$ cat src/hdl/rpc_pkg.sv
// Shared types and constants for the RC pulse-width capture block.
// Used by the channel interfaces, the register file, the width datapath and the top level.
package rpc_pkg;

  // Field widths fixed by the event and result formats
  localparam int CHAN_W  = 2;
  localparam int FIELD_W = 16;
  localparam int WRAP_W  = 17;

  // Defaults for the top-level parameters
  localparam int CHANNELS_DEF   = 4;
  localparam int STAMP_BITS_DEF = 16;

  // Configuration port
  localparam int APB_DW = 32;
  localparam int ADDR_W = 4;
  localparam int REG_IDX_W = 2;

  // Register reset values
  localparam logic [WRAP_W-1:0]  WRAP_RESET   = 17'd10000;
  localparam logic [FIELD_W-1:0] JUMP_RESET   = 16'd500;
  localparam logic [FIELD_W-1:0] THRESH_RESET = 16'd1600;
  localparam logic [FIELD_W-1:0] SETTLE_RESET = 16'd0;

  // Per-channel width after reset
  localparam logic [FIELD_W-1:0] WIDTH_RESET = 16'd1500;

  // Register map, word index
  typedef enum logic [REG_IDX_W-1:0] {
    REG_WRAP   = 2'd0,
    REG_JUMP   = 2'd1,
    REG_THRESH = 2'd2,
    REG_SETTLE = 2'd3
  } reg_idx_t;

  // Current register contents, handed to the datapath
  typedef struct packed {
    logic [WRAP_W-1:0]  wrap_period;
    logic [FIELD_W-1:0] jump_limit;
    logic [FIELD_W-1:0] activate_threshold;
    logic [FIELD_W-1:0] settle_delay;
  } cfg_t;

  // Width datapath result
  typedef struct packed {
    logic               accept;
    logic [FIELD_W-1:0] width;
  } calc_res_t;

endpackage

$ cat src/hdl/rpc_ifs.sv
// Valid/ready channel interfaces for capture events and decoded results.
// Depends on rpc_pkg for field widths.
interface rpc_in_if;
  import rpc_pkg::*;
  logic               valid;
  logic               ready;
  logic [CHAN_W-1:0]  chan;
  logic [FIELD_W-1:0] stamp;
  logic [FIELD_W-1:0] settle_count;

  modport source (output valid, chan, stamp, settle_count, input ready);
  modport sink   (input valid, chan, stamp, settle_count, output ready);
endinterface

interface rpc_out_if;
  import rpc_pkg::*;
  logic               valid;
  logic               ready;
  logic [CHAN_W-1:0]  out_chan;
  logic               width_valid;
  logic [FIELD_W-1:0] pulse_width;
  logic               remote_on;
  logic               remote_claim;

  modport source (output valid, out_chan, width_valid, pulse_width, remote_on, remote_claim,
                  input ready);
  modport sink   (input valid, out_chan, width_valid, pulse_width, remote_on, remote_claim,
                  output ready);
endinterface

$ cat src/hdl/rpc_cfg_regs.sv
// APB-style configuration registers: wrap period, jump limit, threshold, settle delay.
// Depends on rpc_pkg for the register map and reset values.
module rpc_cfg_regs (
  input  logic                         clk,
  input  logic                         rst_n,
  input  logic                         psel,
  input  logic                         penable,
  input  logic                         pwrite,
  input  logic [rpc_pkg::ADDR_W-1:0]   paddr,
  input  logic [rpc_pkg::APB_DW-1:0]   pwdata,
  output logic [rpc_pkg::APB_DW-1:0]   prdata,
  output logic                         pready,
  output rpc_pkg::cfg_t                cfg
);
  import rpc_pkg::*;

  cfg_t     cfg_r;
  reg_idx_t idx;
  logic     wr_en;

  assign pready = 1'b1;
  assign idx    = reg_idx_t'(paddr[REG_IDX_W+1:2]);
  assign wr_en  = psel && penable && pwrite;
  assign cfg    = cfg_r;

  // register writes in the access phase
  always_ff @(posedge clk) begin
    if (!rst_n) begin
      cfg_r.wrap_period        <= WRAP_RESET;
      cfg_r.jump_limit         <= JUMP_RESET;
      cfg_r.activate_threshold <= THRESH_RESET;
      cfg_r.settle_delay       <= SETTLE_RESET;
    end else if (wr_en) begin
      unique case (idx)
        REG_WRAP:   cfg_r.wrap_period        <= pwdata[WRAP_W-1:0];
        REG_JUMP:   cfg_r.jump_limit         <= pwdata[FIELD_W-1:0];
        REG_THRESH: cfg_r.activate_threshold <= pwdata[FIELD_W-1:0];
        REG_SETTLE: cfg_r.settle_delay       <= pwdata[FIELD_W-1:0];
        default: ;
      endcase
    end
  end

  // read mux
  always_comb begin
    unique case (idx)
      REG_WRAP:   prdata = APB_DW'(cfg_r.wrap_period);
      REG_JUMP:   prdata = APB_DW'(cfg_r.jump_limit);
      REG_THRESH: prdata = APB_DW'(cfg_r.activate_threshold);
      REG_SETTLE: prdata = APB_DW'(cfg_r.settle_delay);
      default:    prdata = '0;
    endcase
  end

endmodule

$ cat src/hdl/rpc_width_calc.sv
// Pulse width from rise/fall stamps with wrap correction, glitch filter and clamp.
// Depends on rpc_pkg for widths and the result struct.
module rpc_width_calc #(
  parameter int STAMP_W = rpc_pkg::FIELD_W
) (
  input  logic [STAMP_W-1:0]          fall_stamp,
  input  logic [STAMP_W-1:0]          rise_stamp,
  input  logic [rpc_pkg::FIELD_W-1:0] last_width,
  input  logic [rpc_pkg::WRAP_W-1:0]  wrap_period,
  input  logic [rpc_pkg::FIELD_W-1:0] jump_limit,
  output rpc_pkg::calc_res_t          res
);
  import rpc_pkg::*;

  // signed working width: covers -2^16 .. 2^17 plus the filter difference
  localparam int DW = WRAP_W + 2;

  logic signed [DW-1:0] w;
  logic signed [DW-1:0] diff;
  logic        [DW-1:0] diff_abs;
  logic                 wrapped;

  always_comb begin
    wrapped = fall_stamp < rise_stamp;
    w = $signed({{(DW-STAMP_W){1'b0}}, fall_stamp})
      - $signed({{(DW-STAMP_W){1'b0}}, rise_stamp});
    if (wrapped) begin
      w = w + $signed({{(DW-WRAP_W){1'b0}}, wrap_period});
    end
    diff     = w - $signed({{(DW-FIELD_W){1'b0}}, last_width});
    diff_abs = diff[DW-1] ? DW'(-diff) : DW'(diff);
    res.accept = diff_abs <= {{(DW-FIELD_W){1'b0}}, jump_limit};

    // clamp to the field range
    if (w[DW-1]) begin
      res.width = '0;
    end else if (w > $signed({{(DW-FIELD_W){1'b0}}, {FIELD_W{1'b1}}})) begin
      res.width = {FIELD_W{1'b1}};
    end else begin
      res.width = w[FIELD_W-1:0];
    end
  end

endmodule

$ cat src/hdl/rc_pulse_width_capture.sv
// RC pulse-width capture decoder, top level.
// Depends on rpc_pkg, rpc_ifs, rpc_cfg_regs and rpc_width_calc.
//
// in_w carries capture events (chan, stamp, settle_count); out_w carries one
// result word per event (out_chan, width_valid, pulse_width, remote_on,
// remote_claim). Per channel, events alternate rising/falling: a rising edge
// stores its stamp, a falling edge yields the filtered width. Remote mode
// latches on once channel 1's stored width exceeds the threshold and the
// settle count has reached the settle delay, checked before the event.
// Registers are written through the cfg_ APB port; the user must write them
// only while the block is idle, which the block itself does not enforce.
//
// An accepted word sits in the input register; the per-channel
// read-modify-write and the result register load happen together when it
// advances, which it does when the result register is free or being drained.
// Throughput: one word per cycle while out_w.ready stays high. Reset clears
// all channels to "expect rising edge", widths to 1500, remote mode off, and
// the registers to their defaults. When out_w.ready is low the result holds,
// the input register still takes one more word, then in_w stalls.
module rc_pulse_width_capture #(
  parameter int CHANNELS   = rpc_pkg::CHANNELS_DEF,
  parameter int STAMP_BITS = rpc_pkg::STAMP_BITS_DEF
) (
  input  logic                         clk,
  input  logic                         rst_n,
  rpc_in_if.sink                       in_w,
  rpc_out_if.source                    out_w,
  input  logic                         cfg_psel,
  input  logic                         cfg_penable,
  input  logic                         cfg_pwrite,
  input  logic [rpc_pkg::ADDR_W-1:0]   cfg_paddr,
  input  logic [rpc_pkg::APB_DW-1:0]   cfg_pwdata,
  output logic [rpc_pkg::APB_DW-1:0]   cfg_prdata,
  output logic                         cfg_pready
);
  import rpc_pkg::*;

  localparam int SB    = (STAMP_BITS < FIELD_W) ? STAMP_BITS : FIELD_W;
  localparam int IDX_W = (CHANNELS > 1) ? $clog2(CHANNELS) : 1;
  localparam int CX_W  = 5;

  cfg_t      cfg;
  calc_res_t calc;

  // input register
  logic               s1_v_r;
  logic [CHAN_W-1:0]  s1_chan_r;
  logic [SB-1:0]      s1_stamp_r;
  logic [FIELD_W-1:0] s1_settle_r;

  // per-channel state
  logic               awaiting_r [CHANNELS];
  logic [SB-1:0]      rise_r     [CHANNELS];
  logic [FIELD_W-1:0] last_r     [CHANNELS];
  logic               remote_r;

  // result register
  logic               out_v_r;
  logic [CHAN_W-1:0]  out_chan_r;
  logic               out_wv_r;
  logic [FIELD_W-1:0] out_width_r;
  logic               out_on_r;
  logic               out_claim_r;

  logic               adv;
  logic [CX_W-1:0]    chan_ext;
  logic               in_range;
  logic [IDX_W-1:0]   idx;
  logic [FIELD_W-1:0] ch1_width;
  logic               claim;
  logic               fall_evt;
  logic [FIELD_W-1:0] width_nxt;
  logic [FIELD_W-1:0] cur_last;
  logic [SB-1:0]      cur_rise;

  rpc_cfg_regs u_cfg (
    .clk     (clk),
    .rst_n   (rst_n),
    .psel    (cfg_psel),
    .penable (cfg_penable),
    .pwrite  (cfg_pwrite),
    .paddr   (cfg_paddr),
    .pwdata  (cfg_pwdata),
    .prdata  (cfg_prdata),
    .pready  (cfg_pready),
    .cfg     (cfg)
  );

  // handshake: advance when the result register is free or being drained
  assign adv        = s1_v_r && (!out_v_r || out_w.ready);
  assign in_w.ready = !s1_v_r || adv;

  always_ff @(posedge clk) begin
    if (!rst_n) begin
      s1_v_r <= 1'b0;
    end else if (in_w.ready) begin
      s1_v_r <= in_w.valid;
    end
  end

  always_ff @(posedge clk) begin
    if (in_w.valid && in_w.ready) begin
      s1_chan_r   <= in_w.chan;
      s1_stamp_r  <= in_w.stamp[SB-1:0];
      s1_settle_r <= in_w.settle_count;
    end
  end

  // channel decode
  assign chan_ext = CX_W'(s1_chan_r);
  assign in_range = chan_ext < CX_W'(CHANNELS);
  assign idx      = chan_ext[IDX_W-1:0];
  assign cur_last = last_r[idx];
  assign cur_rise = rise_r[idx];

  generate
    if (CHANNELS > 1) begin : g_ch1
      assign ch1_width = last_r[1];
    end else begin : g_no_ch1
      assign ch1_width = '0;
    end
  endgenerate

  // remote check uses state from before this event
  assign claim = !remote_r && (ch1_width > cfg.activate_threshold) &&
                 (s1_settle_r >= cfg.settle_delay);

  rpc_width_calc #(.STAMP_W(SB)) u_calc (
    .fall_stamp  (s1_stamp_r),
    .rise_stamp  (cur_rise),
    .last_width  (cur_last),
    .wrap_period (cfg.wrap_period),
    .jump_limit  (cfg.jump_limit),
    .res         (calc)
  );

  // new stored width of the addressed channel
  always_comb begin
    fall_evt  = in_range && awaiting_r[idx];
    width_nxt = '0;
    if (in_range) begin
      width_nxt = (fall_evt && calc.accept) ? calc.width : cur_last;
    end
  end

  // per-channel state update
  always_ff @(posedge clk) begin
    if (!rst_n) begin
      for (int i = 0; i < CHANNELS; i++) begin
        awaiting_r[i] <= 1'b0;
        rise_r[i]     <= '0;
        last_r[i]     <= WIDTH_RESET;
      end
      remote_r <= 1'b0;
    end else if (adv) begin
      if (in_range) begin
        if (awaiting_r[idx]) begin
          last_r[idx]     <= width_nxt;
          awaiting_r[idx] <= 1'b0;
        end else begin
          rise_r[idx]     <= s1_stamp_r;
          awaiting_r[idx] <= 1'b1;
        end
      end
      remote_r <= remote_r | claim;
    end
  end

  // result register
  always_ff @(posedge clk) begin
    if (!rst_n) begin
      out_v_r <= 1'b0;
    end else if (adv) begin
      out_v_r <= 1'b1;
    end else if (out_w.ready) begin
      out_v_r <= 1'b0;
    end
  end

  always_ff @(posedge clk) begin
    if (adv) begin
      out_chan_r  <= s1_chan_r;
      out_wv_r    <= fall_evt;
      out_width_r <= width_nxt;
      out_on_r    <= remote_r | claim;
      out_claim_r <= claim;
    end
  end

  assign out_w.valid        = out_v_r;
  assign out_w.out_chan     = out_chan_r;
  assign out_w.width_valid  = out_wv_r;
  assign out_w.pulse_width  = out_width_r;
  assign out_w.remote_on    = out_on_r;
  assign out_w.remote_claim = out_claim_r;

  // a claim word always reports remote mode on
  a_claim_on: assert property (@(posedge clk) disable iff (!rst_n)
    out_v_r && out_claim_r |-> out_on_r)
    else $error("remote_claim without remote_on");

  // remote mode never drops once latched
  a_remote_sticky: assert property (@(posedge clk) disable iff (!rst_n)
    remote_r |=> remote_r)
    else $error("remote latch cleared");

  // a width result only comes from a channel that exists
  a_width_chan: assert property (@(posedge clk) disable iff (!rst_n)
    out_v_r && out_wv_r |-> (CX_W'(out_chan_r) < CX_W'(CHANNELS)))
    else $error("width result on missing channel");

  // input stalls only when both stages are full and the sink holds off
  a_stall_cause: assert property (@(posedge clk) disable iff (!rst_n)
    !in_w.ready |-> s1_v_r && out_v_r && !out_w.ready)
    else $error("input stalled without backpressure");

endmodule

$ cat src/flat_wrapper.sv
// flat-port wrapper written by rule: the top's interface ports become plain ports
module rc_pulse_width_capture_flat import rpc_pkg::*;
#(
  parameter int CHANNELS   = rpc_pkg::CHANNELS_DEF,
  parameter int STAMP_BITS = rpc_pkg::STAMP_BITS_DEF
)
  (clk, rst_n, cfg_psel, cfg_penable, cfg_pwrite, cfg_paddr, cfg_pwdata, cfg_prdata, cfg_pready, in_w_valid, in_w_chan, in_w_stamp, in_w_settle_count, in_w_ready, out_w_valid, out_w_out_chan, out_w_width_valid, out_w_pulse_width, out_w_remote_on, out_w_remote_claim, out_w_ready);
  rpc_in_if in_w_i ();
  rpc_out_if out_w_i ();
  input  logic clk;
  input  logic rst_n;
  input  logic cfg_psel;
  input  logic cfg_penable;
  input  logic cfg_pwrite;
  input  logic [rpc_pkg::ADDR_W-1:0] cfg_paddr;
  input  logic [rpc_pkg::APB_DW-1:0] cfg_pwdata;
  output logic [rpc_pkg::APB_DW-1:0] cfg_prdata;
  output logic cfg_pready;
  input wire logic [$bits(in_w_i.valid)-1:0] in_w_valid;
  input wire logic [$bits(in_w_i.chan)-1:0] in_w_chan;
  input wire logic [$bits(in_w_i.stamp)-1:0] in_w_stamp;
  input wire logic [$bits(in_w_i.settle_count)-1:0] in_w_settle_count;
  output wire logic [$bits(in_w_i.ready)-1:0] in_w_ready;
  output wire logic [$bits(out_w_i.valid)-1:0] out_w_valid;
  output wire logic [$bits(out_w_i.out_chan)-1:0] out_w_out_chan;
  output wire logic [$bits(out_w_i.width_valid)-1:0] out_w_width_valid;
  output wire logic [$bits(out_w_i.pulse_width)-1:0] out_w_pulse_width;
  output wire logic [$bits(out_w_i.remote_on)-1:0] out_w_remote_on;
  output wire logic [$bits(out_w_i.remote_claim)-1:0] out_w_remote_claim;
  input wire logic [$bits(out_w_i.ready)-1:0] out_w_ready;
  assign in_w_i.valid = in_w_valid;
  assign in_w_i.chan = in_w_chan;
  assign in_w_i.stamp = in_w_stamp;
  assign in_w_i.settle_count = in_w_settle_count;
  assign in_w_ready = in_w_i.ready;
  assign out_w_valid = out_w_i.valid;
  assign out_w_out_chan = out_w_i.out_chan;
  assign out_w_width_valid = out_w_i.width_valid;
  assign out_w_pulse_width = out_w_i.pulse_width;
  assign out_w_remote_on = out_w_i.remote_on;
  assign out_w_remote_claim = out_w_i.remote_claim;
  assign out_w_i.ready = out_w_ready;
  rc_pulse_width_capture #(.CHANNELS(CHANNELS), .STAMP_BITS(STAMP_BITS)) u_core (.clk(clk), .rst_n(rst_n), .in_w(in_w_i), .out_w(out_w_i), .cfg_psel(cfg_psel), .cfg_penable(cfg_penable), .cfg_pwrite(cfg_pwrite), .cfg_paddr(cfg_paddr), .cfg_pwdata(cfg_pwdata), .cfg_prdata(cfg_prdata), .cfg_pready(cfg_pready));
endmodule
$ cat config.mk
export PLATFORM = sky130hd
export DESIGN_NAME = rc_pulse_width_capture_flat
export DESIGN_NICKNAME = d
export VERILOG_FILES = /design/src/hdl/rpc_pkg.sv /design/src/hdl/rpc_ifs.sv /design/src/hdl/rpc_cfg_regs.sv /design/src/hdl/rpc_width_calc.sv /design/src/hdl/rc_pulse_width_capture.sv /design/src/flat_wrapper.sv
export SDC_FILE = /design/constraint.sdc
export NUM_CORES = 1
export LEC_CHECK = 0
export ABC_AREA = 1
export ABC_CLOCK_PERIOD_IN_PS = 7800
export BUFFER_PORTS_ARGS = -buffer_cell sky130_fd_sc_hd__buf_4
export CORE_MARGIN = 4
export CORE_UTILIZATION = 55
export DETAILED_ROUTE_END_ITERATION = 10
export PLACE_DENSITY = 0.85
export SLEW_MARGIN = 20
export SYNTH_ARGS = -nofsm -noshare
export SYNTH_HDL_FRONTEND = slang
export SYNTH_HIERARCHICAL = 1
export SYNTH_SLANG_ARGS = --single-unit
$ cat constraint.sdc
create_clock -name clk -period 7.8 [get_ports clk]
set_input_delay 1.56 -clock clk [delete_from_list [all_inputs] [get_ports clk]]
set_output_delay 1.56 -clock clk [all_outputs]
set_load 0.01 [all_outputs]
==> metrics.md <==
| Metric | Value |
|---|---|
| Outcome | `completed` |
| Final-stage net count | `2455` |
| Post-synthesis sequential area ratio | `0.429` |
| Delay-heaviest family, CP | `simple AND/OR/NAND/NOR gates` |
| Worst vdd ir | `between 0.2 and 0.25 mV` |
| Post-synthesis cell area | `approximately 16000 sq um` |
| H-tree depth | `1` |
| Most frequent cells in the layout | `547 x nand2_1, 315 x nor2_1, 292 x inv_1` |
| GR peak layer | `met2` |
| Sequential share of power | `0.275` |
| Layout fillers | `about 2300` |
| Grt met2 use | `0.433` |
| Placed cells | `2606` |
| Largest net degree at the start of global routing | `80` |
| Crit-path max cell delay | `0.45 ns` |
| DRC Markers | `0` |
| DP Area | `roughly 18000 sq um` |
| ANT nets after route | `0` |
| Final std cells w/o fill | `2679` |
| Met1 usage | `0.344` |
| Design area | `19400 sq um` |
| I/O pin count | `between 100 and 150` |
| Number of global-route vias before repair | `around 13000` |
| Core ar. | `about 29000 sq um` |
| Hold_buf cts | `0` |
| FF+latch count, synth | `257` |
| Area grow syn2layout | `18.9%` |
| Die area | `around 32000 sq um` |
| Fmax | `roughly 0.13 GHz` |
| Total GRT Usage | `0.256` |
| CTS Buf Count | `28` |
| Worst Hold Class | `reg2reg` |
| Number of diodes | `0` |
| Fin. max-slew vios | `0` |
| DR vias | `14800` |
| 1st-iter DRT viols | `approximately 1800` |
| Routed wire length | `about 46000 um` |
| CP Buf/Inv Count | `12` |
| Actual slew at the worst max-slew pin | `between 1 and 1.5 ns` |
| Power Dens Cells | `between 200 and 300 nW/um^2` |
| EDFF count, synth | `roughly 180` |
| Syn avg cell area | `7.68 sq um` |
| Root buffer cell | `clkbuf_16` |
| Crit path max fanout | `15` |
| Clock power share | `0.238` |
| Post-synth top flop | `edfxtp_1` |
| WP data required | `~8 ns` |
| Dpl hpwl | `between 30000 and 40000 um` |
| Yosys cell types | `slightly above 50` |
| Commonest non-fill, non-tap cell in the layout | `nand2_1` |
| Crit start category | `flop` |
| Most used cell, CP | `nand2_1` |
| Final Util | `0.669` |
| Slowest-stage cell, CP | `dfxtp_4` |
| Final period util | `0.960` |
| Synth Instances | `around 2100` |
| Clock-pin transition on the worst setup and hold timing paths | `0.06 ns` |
| Final setup fails | `0` |
| Met3 Track Usage GR | `0.0317` |
| Layout cell share with drive strength beyond 1 | `0.170` |
| CP Capture Type | `flop` |
| DR pass1 iterations | `6` |
| CP Class | `reg2reg` |
| FFs w/ async S/R, synth | `0` |
| Crit path time final | `~7.5 ns` |
| Sinks on Clock Net | `approximately 260` |
| Starting Density | `0.563` |
| Sw frac | `0.395` |
| Final hold vios | `0` |
| GRT overflow | `0` |
| Crit path arrival time | `7.76 ns` |
| Global-route wire length before repair | `68800 um` |
| Final TNS setup | `0 ns` |
| Static Leak | `between 0.008 and 0.009 uW` |
| Unrepaired setup endpoints after global routing | `yes` |
| Vias per cell | `approximately 5.5` |
| Initial antenna violation count | `0` |
| Port Buf Inserts | `roughly 100` |
| Routed len/inst | `approximately 17 um` |
| Die width | `~180 um` |
| Skew-Pair Late Insertion Delay | `roughly 0.55 ns` |
| Syn. warnings | `6` |
| FP Rows | `slightly above 60` |
| Pwr Total | `~5700 uW` |
| Maxcap violations | `0` |
| Power Internal | `approximately 3400 uW` |
| Final GP Congestion | `0.956` |
| DIE HEIGHT | `between 150 and 200 um` |
| NetSw | `~2200 uW` |
| Logic pwr share | `0.487` |
| Final Skew | `between 0.015 and 0.02 ns` |
| CTS max path bufs | `3` |
| Rel. slew slack | `0.310` |
| CTS tree | `built` |
[synthesized netlist by cell type, types with 4 or more instances]
master,number,share of area
ha_1,102,0.078
buf_2,30,0.0092
nand2_1,563,0.13
nand3_4,4,0.0043
nand3_2,4,0.0025
nor2_2,17,0.0065
nand2_4,4,0.0028
nand4_1,27,0.010
a32o_1,9,0.0055
dfxtp_1,73,0.090
buf_4,24,0.011
a31oi_1,4,0.0015
o22ai_1,23,0.0088
inv_2,14,0.0032
edfxtp_1,184,0.34
nand3b_1,6,0.0028
inv_1,294,0.068
buf_6,4,0.0028
xor2_1,30,0.016
o21bai_1,5,0.0023
a21oi_2,4,0.0022
buf_1,4,0.00092
nor2_1,325,0.075
nor2_4,12,0.0083
nand3_1,120,0.037
nor3_1,7,0.0022
o21ai_0,74,0.023
xnor2_1,6,0.0032
and2_1,9,0.0035
o21ai_1,6,0.0018
nand2_2,13,0.0050
clkbuf_1,16,0.0037
a21oi_1,74,0.023
[worst paths after layout]
| check | start | end | slack [ns] | cells past startpoint |
|---|---|---|---|---|
| setup / recovery | flop | u_core/last_r[0][3] | 0.31 | 56 |
| hold / removal | u_core/remote_r | u_core/remote_r | 0.45 | 2 |
| setup reg to reg | flop | u_core/last_r[0][3] | 0.31 | 56 |
| hold reg to reg | u_core/remote_r | u_core/remote_r | 0.45 | 2 |
[worst reg2reg max path, delay by kind of cell (launching register included)]
family / cells / cell delay [ns]
XOR/XNOR: 3 / 0.52
adder cells (fa/ha/maj): 4 / 1.13
AO/OA/AOI/OAI: 10 / 1.31
buffers and inverters: 12 / 1.21
flip-flops: 1 / 0.45
AND/OR/NAND/NOR: 27 / 2.60
[routing by layer]
layer	share of wire	vias up	wire, um
met4	0.040	0	1820
li1	-	7087	-
met3	0.085	139	3870
met2	0.48	727	21900
met5	0	-	0
met1	0.40	6847	18100
[metrics by stage]
step / worst slack (ns) / hold slack (ns)
after floorplan: 0.560 / 0.422
after global placement: 0.219 / 0.431
after detailed placement: 0.0338 / 0.443
after CTS: 0.00508 / 0.451
after global routing: -0.190 / 0.490
final: 0.310 / 0.452
[final cells by class]
type / instances / area [sq um] / share of cell area
tap: 384 / 480 / 0.0248
multi-input combinational: 1491 / 8250 / 0.426
sequential: 257 / 6990 / 0.361
clock inverter: 9 / 135 / 0.00698
timing repair buffer: 187 / 1520 / 0.0783
clock buffer: 43 / 818 / 0.0423
inverter: 308 / 1170 / 0.0603
[logic make-up (layout without fill, tap and decap cells)]
| logic type | Yosys count | in the layout | synth area share |
|---|---|---|---|
| simple gates | 1118 | 1119 | 0.293 |
| flops | 257 | 257 | 0.429 |
| xor+xnor | 36 | 36 | 0.0194 |
| mux | 1 | 1 | 0.000615 |
| other cells | 2 | 16 | 0.000461 |
| compound gates | 214 | 214 | 0.0755 |
| buf+inv | 387 | 547 | 0.0996 |
| fa+ha+maj | 105 | 105 | 0.0821 |
[state kept, by name (all words and copies together), names as in the netlist, 2 cells and up, named ones only]
| signal | count |
|---|---|
| u_core/rise_r | 64 |
| u_core/idx | 2 |
| u_core/u_cfg/cfg | 65 |
| u_core/last_r | 64 |
| u_core/awaiting_r | 4 |
| u_core/out_w.pulse_width | 16 |
| u_core/s1_settle_r | 16 |
| u_core/s1_stamp_r | 16 |
| u_core/out_w.out_chan | 2 |
[power groups by stage]
stage | Clock, uW | Combinational [uW] | Sequential, uW
after floorplan | 0 | 1710 | 1580
after global placement | 0 | 2370 | 1580
after detailed placement | 0 | 2430 | 1590
after CTS | 1370 | 2460 | 1560
after global routing | 1430 | 3080 | 1570
final | 1350 | 2770 | 1560
[what timing repair did]
item / CTS / global route
gates resized for setup: 2 / 128
cloned: 0 / 3
setup buffers: 1 / 16
setup endpoints to repair: 18 / 80
pin swaps: 1 / 61
(Power assumes the default switching activity.)
